==> config.mk <==
export PLATFORM = sky130hd
export DESIGN_NAME = ack_retransmit_tracker_unit
export DESIGN_NICKNAME = d
export VERILOG_FILES = /design/src/art_pkg.sv /design/src/art_cell.sv /design/src/art_mod.sv /design/src/ack_retransmit_tracker_unit.sv
export SDC_FILE = /design/constraint.sdc
export NUM_CORES = 2
export LEC_CHECK = 0
export ABC_AREA = 1
export BUFFER_PORTS_ARGS = -buffer_cell sky130_fd_sc_hd__buf_2
export CAP_MARGIN = 20
export CORE_MARGIN = 5
export CORE_UTILIZATION = 59
export CTS_BUF_LIST = sky130_fd_sc_hd__clkbuf_2 sky130_fd_sc_hd__clkbuf_4 sky130_fd_sc_hd__clkbuf_8
export DETAILED_ROUTE_END_ITERATION = 10
export GPL_ROUTABILITY_DRIVEN = 0
export PLACE_DENSITY = 0.79
export SLEW_MARGIN = 10
export SYNTH_ARGS = -nofsm -noshare
export SYNTH_HDL_FRONTEND = slang
export SYNTH_SLANG_ARGS = --single-unit
==> constraint.sdc <==
create_clock -name clk_i -period 7 [get_ports clk_i]
set_input_delay 1.4 -clock clk_i [delete_from_list [all_inputs] [get_ports clk_i]]
set_output_delay 1.4 -clock clk_i [all_outputs]
set_load 0.02 [all_outputs]
==> src/art_pkg.sv <==
// shared types and constants of the ack retransmit tracker
package art_pkg;

  localparam int unsigned SlotsDef   = 16;
  localparam int unsigned MaxResults = 16;
  localparam int unsigned CntW       = $clog2(MaxResults + 1);

  localparam logic [15:0] AckTimeoutRst    = 16'd3000;
  localparam logic [3:0]  MaxRetriesRst    = 4'd3;
  localparam logic        ReliabilityOnRst = 1'b1;

  localparam logic [1:0] RegAckTimeout    = 2'd0;
  localparam logic [1:0] RegMaxRetries    = 2'd1;
  localparam logic [1:0] RegReliabilityOn = 2'd2;

  localparam logic [1:0] ActSend = 2'd0;
  localparam logic [1:0] ActAck  = 2'd1;
  localparam logic [1:0] ActTick = 2'd2;

  localparam logic [2:0] KindTx     = 3'd0;
  localparam logic [2:0] KindRetx   = 3'd1;
  localparam logic [2:0] KindAckOk  = 3'd2;
  localparam logic [2:0] KindAckBad = 3'd3;
  localparam logic [2:0] KindGiveUp = 3'd4;

  typedef struct packed {
    logic [31:0] seq;
    logic [31:0] handle;
    logic [31:0] sent;
    logic [3:0]  retries;
  } slot_t;

  typedef struct packed {
    logic shift;
    logic wr;
  } cell_ctl_t;

  typedef struct packed {
    logic [2:0]  kind;
    logic [31:0] seq;
    logic [31:0] handle;
    logic        needs_ack;
    logic        tracked;
    logic [3:0]  retries;
    logic        last;
  } res_t;

endpackage

==> src/art_cell.sv <==
// one table slot of the ring, shifts to its neighbor during a scan
module art_cell (
  input  logic              clk_i,
  input  logic              rst_ni,
  input  art_pkg::cell_ctl_t ctl_i,
  input  logic              nbr_valid_i,
  input  art_pkg::slot_t    nbr_slot_i,
  input  logic              wr_valid_i,
  input  art_pkg::slot_t    wr_slot_i,
  output logic              valid_o,
  output art_pkg::slot_t    slot_o
);

  logic           valid_q, valid_d;
  art_pkg::slot_t slot_q, slot_d;

  always_comb begin
    valid_d = valid_q;
    slot_d  = slot_q;
    if (ctl_i.shift) begin
      valid_d = nbr_valid_i;
      slot_d  = nbr_slot_i;
    end else if (ctl_i.wr) begin
      valid_d = wr_valid_i;
      slot_d  = wr_slot_i;
    end
  end

  always_ff @(posedge clk_i or negedge rst_ni) begin
    if (!rst_ni) begin
      valid_q <= 1'b0;
    end else begin
      valid_q <= valid_d;
    end
  end

  always_ff @(posedge clk_i) begin
    slot_q <= slot_d;
  end

  assign valid_o = valid_q;
  assign slot_o  = slot_q;

endmodule

==> src/art_mod.sv <==
// remainder of a 32-bit number by the slot count, by folding and reciprocal multiplication
module art_mod #(
  parameter int unsigned SLOTS = art_pkg::SlotsDef
) (
  input  logic                       clk_i,
  input  logic                       rst_ni,
  input  logic                       start_i,
  input  logic [31:0]                x_i,
  output logic                       done_o,
  output logic [$clog2(SLOTS)-1:0]   rem_o
);

  localparam int unsigned IW      = $clog2(SLOTS);
  localparam logic [7:0]  Fold    = 8'(65536 % SLOTS);
  localparam logic [31:0] Recip   = 32'(((64'd1 << 32) + 64'(SLOTS) - 64'd1) / 64'(SLOTS));
  localparam logic [23:0] Modulus = 24'(SLOTS);

  logic          v1_q, v2_q, v3_q;
  logic [23:0]   fold_q, fold_d;
  logic [23:0]   quo_q, quo_d;
  logic [55:0]   prod;
  logic [23:0]   diff;
  logic [IW-1:0] rem_q, rem_d;

  // upper half folded onto the lower half keeps the remainder
  assign fold_d = 24'(x_i[31:16]) * 24'(Fold) + 24'(x_i[15:0]);
  assign prod   = 56'(fold_q) * 56'(Recip);
  assign quo_d  = prod[55:32];
  assign diff   = fold_q - quo_q * Modulus;
  assign rem_d  = diff[IW-1:0];

  always_ff @(posedge clk_i or negedge rst_ni) begin
    if (!rst_ni) begin
      v1_q <= 1'b0;
      v2_q <= 1'b0;
      v3_q <= 1'b0;
    end else begin
      v1_q <= start_i;
      v2_q <= v1_q;
      v3_q <= v2_q;
    end
  end

  always_ff @(posedge clk_i) begin
    if (start_i) begin
      fold_q <= fold_d;
    end
    if (v1_q) begin
      quo_q <= quo_d;
    end
    if (v2_q) begin
      rem_q <= rem_d;
    end
  end

  assign done_o = v3_q;
  assign rem_o  = rem_q;

endmodule

==> src/ack_retransmit_tracker_unit.sv <==
// top level of the sender-side ack tracker with timeout and retransmission
// usage:
//   s_axis carries one item per transfer: tuser = action (send, ack, tick),
//   tdata = payload and ack sequence number.
//   m_axis carries result items: tuser = kind, tlast marks the final result
//   of an input, tdata = seq, handle, needs_ack, tracked, retry_count.
//   an apb port holds ack_timeout, max_retries and reliability_on.
//   send and ack compute seq mod SLOTS in a remainder unit that registers a folded
//   value, a quotient and the remainder, then touch the slot and load the result.
//   a tick rotates the ring of SLOTS cells once, one cell a cycle unless a new result
//   waits behind a pending one on a stalled output, then hands over its final result.
//   one result stays pending so that tlast can be set on the final one.
//   the next item is taken when the block is idle and the output register
//   is free or being drained.
//   reset empties the table, sets time to 0, next sequence number to 1
//   and loads the register defaults.
//   a stalled m_axis holds its result and the scan waits for it when another result is due.
module ack_retransmit_tracker_unit #(
  parameter int unsigned SLOTS = art_pkg::SlotsDef
) (
  input  logic        clk_i,
  input  logic        rst_ni,
  input  logic        s_axis_tvalid,
  output logic        s_axis_tready,
  input  logic [63:0] s_axis_tdata,   // payload, ack_seq
  input  logic [1:0]  s_axis_tuser,   // action
  output logic        m_axis_tvalid,
  input  logic        m_axis_tready,
  output logic [71:0] m_axis_tdata,   // seq, packet_handle, needs_ack, tracked, retry_count
  output logic [2:0]  m_axis_tuser,   // kind
  output logic        m_axis_tlast,
  input  logic        psel,
  input  logic        penable,
  input  logic        pwrite,
  input  logic [3:0]  paddr,
  input  logic [31:0] pwdata,
  output logic [31:0] prdata,
  output logic        pready
);

  localparam int unsigned IW = $clog2(SLOTS);
  localparam logic [IW-1:0] LastStep = IW'(SLOTS - 1);

  localparam logic [2:0] StIdle  = 3'd0;
  localparam logic [2:0] StMod   = 3'd1;
  localparam logic [2:0] StApply = 3'd2;
  localparam logic [2:0] StScan  = 3'd3;
  localparam logic [2:0] StFlush = 3'd4;

  logic [2:0] state_q, state_d;

  logic [15:0] ack_timeout_q;
  logic [3:0]  max_retries_q;
  logic        rel_q;

  logic [31:0] now_q, now_d;
  logic [31:0] next_seq_q, next_seq_d;
  logic [1:0]  act_q;
  logic [31:0] payload_q, aseq_q;
  logic [IW-1:0] idx_q, idx_d;
  logic [IW-1:0] step_q, step_d;
  logic [art_pkg::CntW-1:0] cnt_q, cnt_d;

  art_pkg::res_t out_q, out_d, pend_q, pend_d;
  logic          out_v_q, out_v_d, pend_v_q, pend_v_d;

  logic           cell_valid [SLOTS];
  art_pkg::slot_t cell_slot  [SLOTS];
  art_pkg::cell_ctl_t cell_ctl [SLOTS];

  logic           wr_valid;
  art_pkg::slot_t wr_slot;
  logic           wr_en;
  logic           tail_valid;
  art_pkg::slot_t tail_slot;
  logic           shift;

  logic           in_acc, cfg_wr, out_free;
  logic           mod_done;
  logic [IW-1:0]  mod_rem;
  logic           hit, can_step;
  logic [31:0]    age;
  art_pkg::res_t  new_res;
  logic           sel_valid;
  art_pkg::slot_t sel_slot;

  assign pready   = 1'b1;
  assign cfg_wr   = psel && penable && pwrite;
  assign out_free = !out_v_q || m_axis_tready;
  assign s_axis_tready = (state_q == StIdle) && out_free;
  assign in_acc   = s_axis_tvalid && s_axis_tready;

  always_comb begin
    case (paddr[3:2])
      art_pkg::RegAckTimeout:    prdata = {16'd0, ack_timeout_q};
      art_pkg::RegMaxRetries:    prdata = {28'd0, max_retries_q};
      art_pkg::RegReliabilityOn: prdata = {31'd0, rel_q};
      default:                   prdata = '0;
    endcase
  end

  always_ff @(posedge clk_i or negedge rst_ni) begin
    if (!rst_ni) begin
      ack_timeout_q <= art_pkg::AckTimeoutRst;
      max_retries_q <= art_pkg::MaxRetriesRst;
      rel_q         <= art_pkg::ReliabilityOnRst;
    end else if (cfg_wr) begin
      case (paddr[3:2])
        art_pkg::RegAckTimeout:    ack_timeout_q <= pwdata[15:0];
        art_pkg::RegMaxRetries:    max_retries_q <= pwdata[3:0];
        art_pkg::RegReliabilityOn: rel_q         <= pwdata[0];
        default: ;
      endcase
    end
  end

  art_mod #(.SLOTS(SLOTS)) u_mod (
    .clk_i   (clk_i),
    .rst_ni  (rst_ni),
    .start_i (in_acc && (s_axis_tuser == art_pkg::ActSend || s_axis_tuser == art_pkg::ActAck)),
    .x_i     ((s_axis_tuser == art_pkg::ActSend) ? next_seq_q : s_axis_tdata[63:32]),
    .done_o  (mod_done),
    .rem_o   (mod_rem)
  );

  assign sel_valid = cell_valid[idx_q];
  assign sel_slot  = cell_slot[idx_q];

  // scan of the head cell
  assign age = now_q - cell_slot[0].sent;

  always_comb begin
    hit        = (state_q == StScan) && cell_valid[0] && (age > {16'd0, ack_timeout_q})
                 && (cnt_q < art_pkg::CntW'(art_pkg::MaxResults));
    tail_valid = cell_valid[0];
    tail_slot  = cell_slot[0];
    new_res    = '0;
    new_res.seq    = cell_slot[0].seq;
    new_res.handle = cell_slot[0].handle;
    if (cell_slot[0].retries < max_retries_q) begin
      tail_slot.retries = cell_slot[0].retries + 4'd1;
      tail_slot.sent    = now_q;
      new_res.kind      = art_pkg::KindRetx;
      new_res.needs_ack = 1'b1;
      new_res.tracked   = 1'b1;
      new_res.retries   = cell_slot[0].retries + 4'd1;
    end else begin
      new_res.kind    = art_pkg::KindGiveUp;
      new_res.retries = cell_slot[0].retries;
    end
    if (!hit) begin
      tail_slot = cell_slot[0];
    end else if (new_res.kind == art_pkg::KindGiveUp) begin
      tail_valid = 1'b0;
    end
  end

  assign can_step = !hit || !pend_v_q || out_free;
  assign shift    = (state_q == StScan) && can_step;

  always_comb begin
    state_d    = state_q;
    now_d      = now_q;
    next_seq_d = next_seq_q;
    idx_d      = idx_q;
    step_d     = step_q;
    cnt_d      = cnt_q;
    out_d      = out_q;
    out_v_d    = out_v_q && !m_axis_tready;
    pend_d     = pend_q;
    pend_v_d   = pend_v_q;
    wr_en      = 1'b0;
    wr_valid   = 1'b0;
    wr_slot    = sel_slot;
    case (state_q)
      StIdle: begin
        if (in_acc) begin
          case (s_axis_tuser)
            art_pkg::ActSend, art_pkg::ActAck: state_d = StMod;
            art_pkg::ActTick: begin
              now_d   = now_q + 32'd1;
              step_d  = '0;
              cnt_d   = '0;
              state_d = StScan;
            end
            default: ;
          endcase
        end
      end
      StMod: begin
        if (mod_done) begin
          idx_d   = mod_rem;
          state_d = StApply;
        end
      end
      StApply: begin
        if (out_free) begin
          out_v_d = 1'b1;
          out_d   = '0;
          out_d.last = 1'b1;
          if (act_q == art_pkg::ActSend) begin
            out_d.kind      = art_pkg::KindTx;
            out_d.seq       = next_seq_q;
            out_d.handle    = payload_q;
            out_d.needs_ack = rel_q;
            out_d.tracked   = rel_q && !sel_valid;
            next_seq_d      = next_seq_q + 32'd1;
            wr_en           = rel_q && !sel_valid;
            wr_valid        = 1'b1;
            wr_slot.seq     = next_seq_q;
            wr_slot.handle  = payload_q;
            wr_slot.sent    = now_q;
            wr_slot.retries = '0;
          end else begin
            out_d.seq = aseq_q;
            if (sel_valid && sel_slot.seq == aseq_q) begin
              out_d.kind    = art_pkg::KindAckOk;
              out_d.handle  = sel_slot.handle;
              out_d.retries = sel_slot.retries;
              wr_en         = 1'b1;
            end else begin
              out_d.kind = art_pkg::KindAckBad;
            end
          end
          state_d = StIdle;
        end
      end
      StScan: begin
        if (can_step) begin
          if (hit) begin
            cnt_d    = cnt_q + art_pkg::CntW'(1);
            pend_d   = new_res;
            pend_v_d = 1'b1;
            if (pend_v_q) begin
              out_d   = pend_q;
              out_v_d = 1'b1;
            end
          end
          step_d = step_q + IW'(1);
          if (step_q == LastStep) begin
            state_d = StFlush;
          end
        end
      end
      StFlush: begin
        if (!pend_v_q) begin
          state_d = StIdle;
        end else if (out_free) begin
          out_d      = pend_q;
          out_d.last = 1'b1;
          out_v_d    = 1'b1;
          pend_v_d   = 1'b0;
          state_d    = StIdle;
        end
      end
      default: state_d = StIdle;
    endcase
  end

  for (genvar i = 0; i < SLOTS; i++) begin : g_cell
    assign cell_ctl[i].shift = shift;
    assign cell_ctl[i].wr    = wr_en && (idx_q == IW'(i));
    if (i == SLOTS - 1) begin : g_tail
      art_cell u_cell (
        .clk_i       (clk_i),
        .rst_ni      (rst_ni),
        .ctl_i       (cell_ctl[i]),
        .nbr_valid_i (tail_valid),
        .nbr_slot_i  (tail_slot),
        .wr_valid_i  (wr_valid),
        .wr_slot_i   (wr_slot),
        .valid_o     (cell_valid[i]),
        .slot_o      (cell_slot[i])
      );
    end else begin : g_body
      art_cell u_cell (
        .clk_i       (clk_i),
        .rst_ni      (rst_ni),
        .ctl_i       (cell_ctl[i]),
        .nbr_valid_i (cell_valid[i+1]),
        .nbr_slot_i  (cell_slot[i+1]),
        .wr_valid_i  (wr_valid),
        .wr_slot_i   (wr_slot),
        .valid_o     (cell_valid[i]),
        .slot_o      (cell_slot[i])
      );
    end
  end

  always_ff @(posedge clk_i or negedge rst_ni) begin
    if (!rst_ni) begin
      state_q    <= StIdle;
      now_q      <= '0;
      next_seq_q <= 32'd1;
      step_q     <= '0;
      cnt_q      <= '0;
      out_v_q    <= 1'b0;
      pend_v_q   <= 1'b0;
    end else begin
      state_q    <= state_d;
      now_q      <= now_d;
      next_seq_q <= next_seq_d;
      step_q     <= step_d;
      cnt_q      <= cnt_d;
      out_v_q    <= out_v_d;
      pend_v_q   <= pend_v_d;
    end
  end

  always_ff @(posedge clk_i) begin
    out_q  <= out_d;
    pend_q <= pend_d;
    idx_q  <= idx_d;
    if (in_acc) begin
      act_q     <= s_axis_tuser;
      payload_q <= s_axis_tdata[31:0];
      aseq_q    <= s_axis_tdata[63:32];
    end
  end

  assign m_axis_tvalid = out_v_q;
  assign m_axis_tuser  = out_q.kind;
  assign m_axis_tlast  = out_q.last;
  assign m_axis_tdata  = {2'b00, out_q.retries, out_q.tracked, out_q.needs_ack,
                          out_q.handle, out_q.seq};

  a_idle_no_pend : assert property (@(posedge clk_i) disable iff (!rst_ni)
    s_axis_tready |-> !pend_v_q)
    else $error("pending result left over in idle");

  a_cnt_bound : assert property (@(posedge clk_i) disable iff (!rst_ni)
    cnt_q <= art_pkg::CntW'(art_pkg::MaxResults))
    else $error("result count per tick overflow");

  a_scan_end : assert property (@(posedge clk_i) disable iff (!rst_ni)
    (state_q == StScan && step_q == LastStep && can_step) |=> state_q == StFlush)
    else $error("scan did not end after a full rotation");

endmodule

; ---- Word-level counts from Yosys, hierarchy flattened
; Cells that the tools add are included.
[totals]
regBits = 1943
input_bits = 109
out_inout_bits = 111
word_cells = 365
[classes]
addsub = 7
n_lt_le_gt_ge = 4
n_eq_ne = 37
n_mux = 130
n_bitwise = 1
reduce_logical = 74
[ops]
columns = operator, n
row1 = $mux 100, 37
row2 = $mux 74, 6
row3 = $bmux 100 s4, 1
row4 = $pmux 74 s3, 1
row5 = $mux 36, 2
row6 = $mux 66, 1
row7 = $add 32x1->32 const B, 2
row8 = $mux 1, 53
row9 = $pmux 16 s3, 1
row10 = $eq 4x4->1 const B, 9
row11 = $reduce_bool 2->1, 18
row12 = $eq 32x32->1, 1
row13 = $gt 32x16->1, 1
row14 = $mux 32, 1
row15 = $sub 32x32->32, 1
row16 = $logic_and 1x1->1, 28
row17 = $mux 4, 7
row18 = $mux 3, 7
row19 = $mux 5, 4
row20 = $eq 4x3->1 const B, 4
row21 = $pmux 3 s5, 1
row22 = $ne 2x2->1 const B, 7
row23 = $reduce_and 3->1, 4
row24 = $pmux 5 s2, 1
row25 = other kinds (33), 55

; ---- Longest topological paths before layout
[logic_depth]
word_depth = 13
ltp_mapped = 32
mapped_depth_nobuf = 31

; ---- Hierarchy
; Synthesis repeated with hierarchy kept, for this count alone.
[unflattened]
cells_unflattened = 11146
area_unflattened_um2 = 99574.2
[modules_own_cells]
columns = mod, instances, cells_per_inst, area_each_um2, seq_area_each_um2
row1 = art_cell, 16, 430, 4364.2, 3027.9
row2 = ack_retransmit_tracker_unit, 1, 4255, 29432.0, 8917.3
row3 = art_mod, 1, 11, 315.3, 315.3

; ---- Worst setup path after synthesis
; Ideal clock, no wire load.
[synth_path]
kind = flip-flop to flip-flop
from = reg now_q[0]
to = reg out_q, in the netlist m_axis_tdata[0], enable pin
setup_ps = 506
t_arrival_ps = 6112
t_required_ps = 6494
path_slack_ps = 381
stages_incl_launch_ff = 27
path_buffers = 1
period_less_slack_ps = 6619
cell_sequence = dfrtp_1 -> inv_1 -> ha_1 -> fa_1 -> nor2_1 -> or2_1 -> nand2_1 -> nand2_1 -> xor2_1 -> ha_1 -> nand2_1 -> nor2_1 -> nand2_1 -> nor2_1 -> nand2_1 -> nand3_1 -> nand2_1 -> nand3_1 -> nor2_1 -> nand2_1 -> nor2_1 -> nand2_2 -> nand2_1 -> clkbuf_1 -> nor2_1 -> o21ai_0 -> nor2_1
[synth_between]
elab_chain_len = 9
elab_cells_between_ends = 10
cone_classes = add/sub (1) / order compare (1) / eq/ne (2) / reduce/logical (6)
[synth_rtl]
columns = item, line_no
row1 = "start, declared", ack_retransmit_tracker_unit.sv:56  ; logic [31:0] now_q, now_d;
row2 = "start signal, assigned", ack_retransmit_tracker_unit.sv:301  ; now_q <= now_d;
row3 = $sub 32x32->32 (*), ack_retransmit_tracker_unit.sv:130  ; assign age = now_q - cell_slot[0].sent;
row4 = $gt 32x16->1 (*), ack_retransmit_tracker_unit.sv:133  ; hit = (state_q == StScan) && cell_valid[0] && (age > {16'd0, ack_timeout_q})
row5 = $logic_and 1x1->1 (*), ack_retransmit_tracker_unit.sv:133
row6 = $logic_and 1x1->1 (*), ack_retransmit_tracker_unit.sv:134  ; && (cnt_q < art_pkg::CntW'(art_pkg::MaxResults));
row7 = $logic_not 1->1, ack_retransmit_tracker_unit.sv:158  ; assign can_step = !hit || !pend_v_q || out_free;
row8 = $logic_or 1x1->1 (2 in series), ack_retransmit_tracker_unit.sv:158
row9 = $ne 2x2->1 (no source line), --
row10 = $reduce_and 7->1 (no source line) (*), --
row11 = "end signal, assigned", ack_retransmit_tracker_unit.sv:311  ; out_q <= out_d;
row12 = "end, declared", ack_retransmit_tracker_unit.sv:64  ; art_pkg::res_t out_q, out_d, pend_q, pend_d;
; Every way passes the cells marked *; elsewhere a longest branch is shown, timed or not.
; A chain may end at the register's enable or synchronous reset.

; ---- Final worst setup path
[layout_path]
from = reg now_q[2]
to = reg out_q, in the netlist m_axis_tdata[68], enable pin
; The elaborated chain is that of the path after synthesis.

==> results by group <==
Power and ir drop
  – Max VDD drop: 0.3809 mV
  – PwrDens: 387.5 nW/um^2
  – Leakage: 42.56 nW

Floorplanning
  – Die X: 407.8 um
  – Cell Rows: 146
  – Die area: 166300 sq um
  – Core area: 157800 sq um
  – Starting Density: 0.5916
  – I/O pin total: 220
  – Die span in y: 407.8 um

STA
  – Final hold violations: 0
  – Final Cycle Share: 0.8536
  – Clock Skews: 0.1323 ns
  – Tmin final: 5.976 ns
  – Setup slack after layout: 1.024 ns
  – Peak Freq: 167.3 MHz
  – Relative slew slack: 0.1945
  – RSZ-0062 raised after global routing: false
  – Count of final setup violators: 0
  – Slew @ Worst Pin: 1.208 ns
  – Final TNS setup: 0 ns
  – Max-slew violation count: 0

Critical path
  – Slowest-stage cell, CP: nor2_4
  – Crit. End Element: register
  – CP dominant cell by count: nand2_1
  – Crit path largest cell delay: 0.84 ns
  – Critical Path Source Type: register
  – CP Class: register to register
  – CP required: 7.66 ns
  – CP arrival: 6.64 ns
  – Worst Path Max Fanout: 23

Route
  – Vias per cell: 6.307
  – Via count: 75350
  – Post-detailed-route count of antenna-violating nets: 0
  – Routed length per instance: 23.70 um
  – WL final: 283200 um
  – 1st-iter DRT viols: 12640
  – DRC violations left: 0
  – First-pass DRT Iterations: 9

Place
  – Placed cell area: 96330 sq um
  – IO Port Bufs: 182
  – Final HPWL DP: 161500 um
  – Worst slack at placement: 1.212 ns

Status
  – Run status: finished, final reports clean

CTS
  – CTS resizes: 0
  – Clk_lat worst skew: 1.11 ns
  – Setup Fix Bufs, Post-CTS: 0
  – H-Tree Depth: 5
  – CTS tree: done
  – CTS buffer count: 331
  – Clock root buffer: clkbuf_8
  – CTS max path bufs: 4
  – CTS clk-pin slew, worst paths: 0.06 ns
  – CTS Hold Bufs: 0
  – Clock Sinks: 1940

Yosys
  – Ys Warns: 0
  – Avg Inst Size Synth: 9.790 sq um
  – Cell with the most instances after synthesis: nand2_1
  – Synthesized area: 93370 sq um
  – Register area share after synthesis: 0.6177
  – Top cells by count, synth: nand2_1, edfxtp_1, inv_1, o21ai_0, o22ai_1
  – Synth area leaders: edfxtp_1, nand2_1, o21ai_0
  – Post-synth ARST share: 0.06082
  – Dominant synthesized flop cell: edfxtp_1
  – Synth cell types: 60
  – Top cell type's share of synthesized area: 0.5860
  – Post-synth EDFFs: 1822
  – Cells after Synth: 9538
  – Post-synth top area cell: edfxtp_1
  – Register bit total from synthesis: 1940

Global routing
  – First-pass GRT wire length: 425300 um
  – Gr ovfl total: 0
  – GR Util All Layers: 0.3296
  – Number of global-route vias before repair: 72180
  – Largest net degree at the start of global routing: 148
  – Initial antenna violation count: 7

Layout
  – P&R area growth vs syn: 9.749%
  – Share of cells above drive strength 1: 0.1007
  – FILL cells: 11870
  – Final nets: 9803
  – Post-route cell area: 102500 sq um

Hold path
  – Class of the worst hold path: input pin to asynchronous set/reset pin

Run
  – Maxcap violations: 0
cells by family after synthesis:
kind of cell | after synthesis | share of synthesized area
AND/OR/NAND/NOR | 3500 | 0.1491
multiplexers | 1 | 0.0001206
flip-flops | 1940 | 0.6177
buffers and inverters | 1748 | 0.08023
other | 2 | 0.00008043
adder cells (fa/ha/maj) | 56 | 0.007584
AO/OA/AOI/OAI | 2208 | 0.1374
XOR/XNOR | 83 | 0.007785
state kept, by name (all words and copies together), names as in the netlist, 15 cells and up:
name / flops
ack_timeout_q: 16
aseq_q: 32
g_cell.g_body.u_cell.slot_o: 1500
g_cell.g_body.u_cell.valid_o: 15
g_cell.g_tail.u_cell.slot_o: 100
m_axis_tdata: 70
next_seq_q: 32
now_q: 32
payload_q: 32
pend_q: 70
path summary, 6_finish.rpt:
kind                            start                to  slack (ns)  cells past startpoint
max in group asynchronous      rst_ni          cnt_q[4]        5.24                      2
min in group clk_i         u_mod.v1_q        u_mod.v2_q        0.35                      0
max                          now_q[2]  m_axis_tdata[68]        1.02                     28
max reg2reg                  now_q[2]  m_axis_tdata[68]        1.02                     28
min reg2reg                u_mod.v1_q        u_mod.v2_q        0.35                      0
min                            rst_ni         now_q[28]        0.33                      1
cell usage in the layout (no fill, tap or decap), types with 128 or more instances in the layout:
cell type / n
buf_2: 181
o21ai_1: 241
inv_1: 1115
o22ai_1: 327
clkbuf_8: 342
nand2_1: 2835
nor2_1: 304
edfxtp_1: 1822
a21oi_1: 246
o21ai_0: 975
a22oi_1: 251
nand3_1: 128
where the power goes:
| part | internal (mW) | switching, mW |
|---|---|---|
| clock network | 5.24 | 4.66 |
| registers | 17.1 | 1.06 |
| logic | 2.94 | 8.69 |
final cells by class:
cell class,count,area [sq um],share of cell area
Clock inverter,114,594.3,0.005800
Clock buffer,454,5548,0.05414
Timing Repair Buffer,362,3282,0.03203
Antenna cell,3,7.507,0.00007326
Tap cell,2072,2592,0.02530
Multi-Input combinational cell,5867,28480,0.2779
Inverter,1136,4294,0.04190
Sequential cell,1940,57680,0.5629
worst max-delay path, delay by kind of cell (launching register included):
kind / cells / cell delay, ns
buffers and inverters: 2 / 0.52
flip-flops: 1 / 0.50
adder cells (fa/ha/maj): 2 / 0.66
AND/OR/NAND/NOR: 22 / 3.41
XOR/XNOR: 1 / 0.37
AO/OA/AOI/OAI: 1 / 0.17
per-stage QoR:
stage               instances    util  power [mW]  hold slack [ns]
floorplan                9555       -       25.46           0.3312
detailed placement      11380  0.6103       29.49           0.3355
finish                  11950  0.6493       39.71           0.3275
global route            11950  0.6492       41.33           0.3289
global placement        11380  0.6103       29.00           0.3338
CTS                     11950  0.6492       39.31           0.2567
metal layers:
layer | vias to the layer above | track usage | part of all wire
li1 | 32810 | - | -
met2 | 6204 | 0.4959 | 0.44
met3 | 1119 | 0.09226 | 0.15
met1 | 35210 | 0.4436 | 0.35
met5 | - | 0 | 0.00019
met4 | 8 | 0.1661 | 0.058
Note: power is estimated with default switching activity, not from simulation.
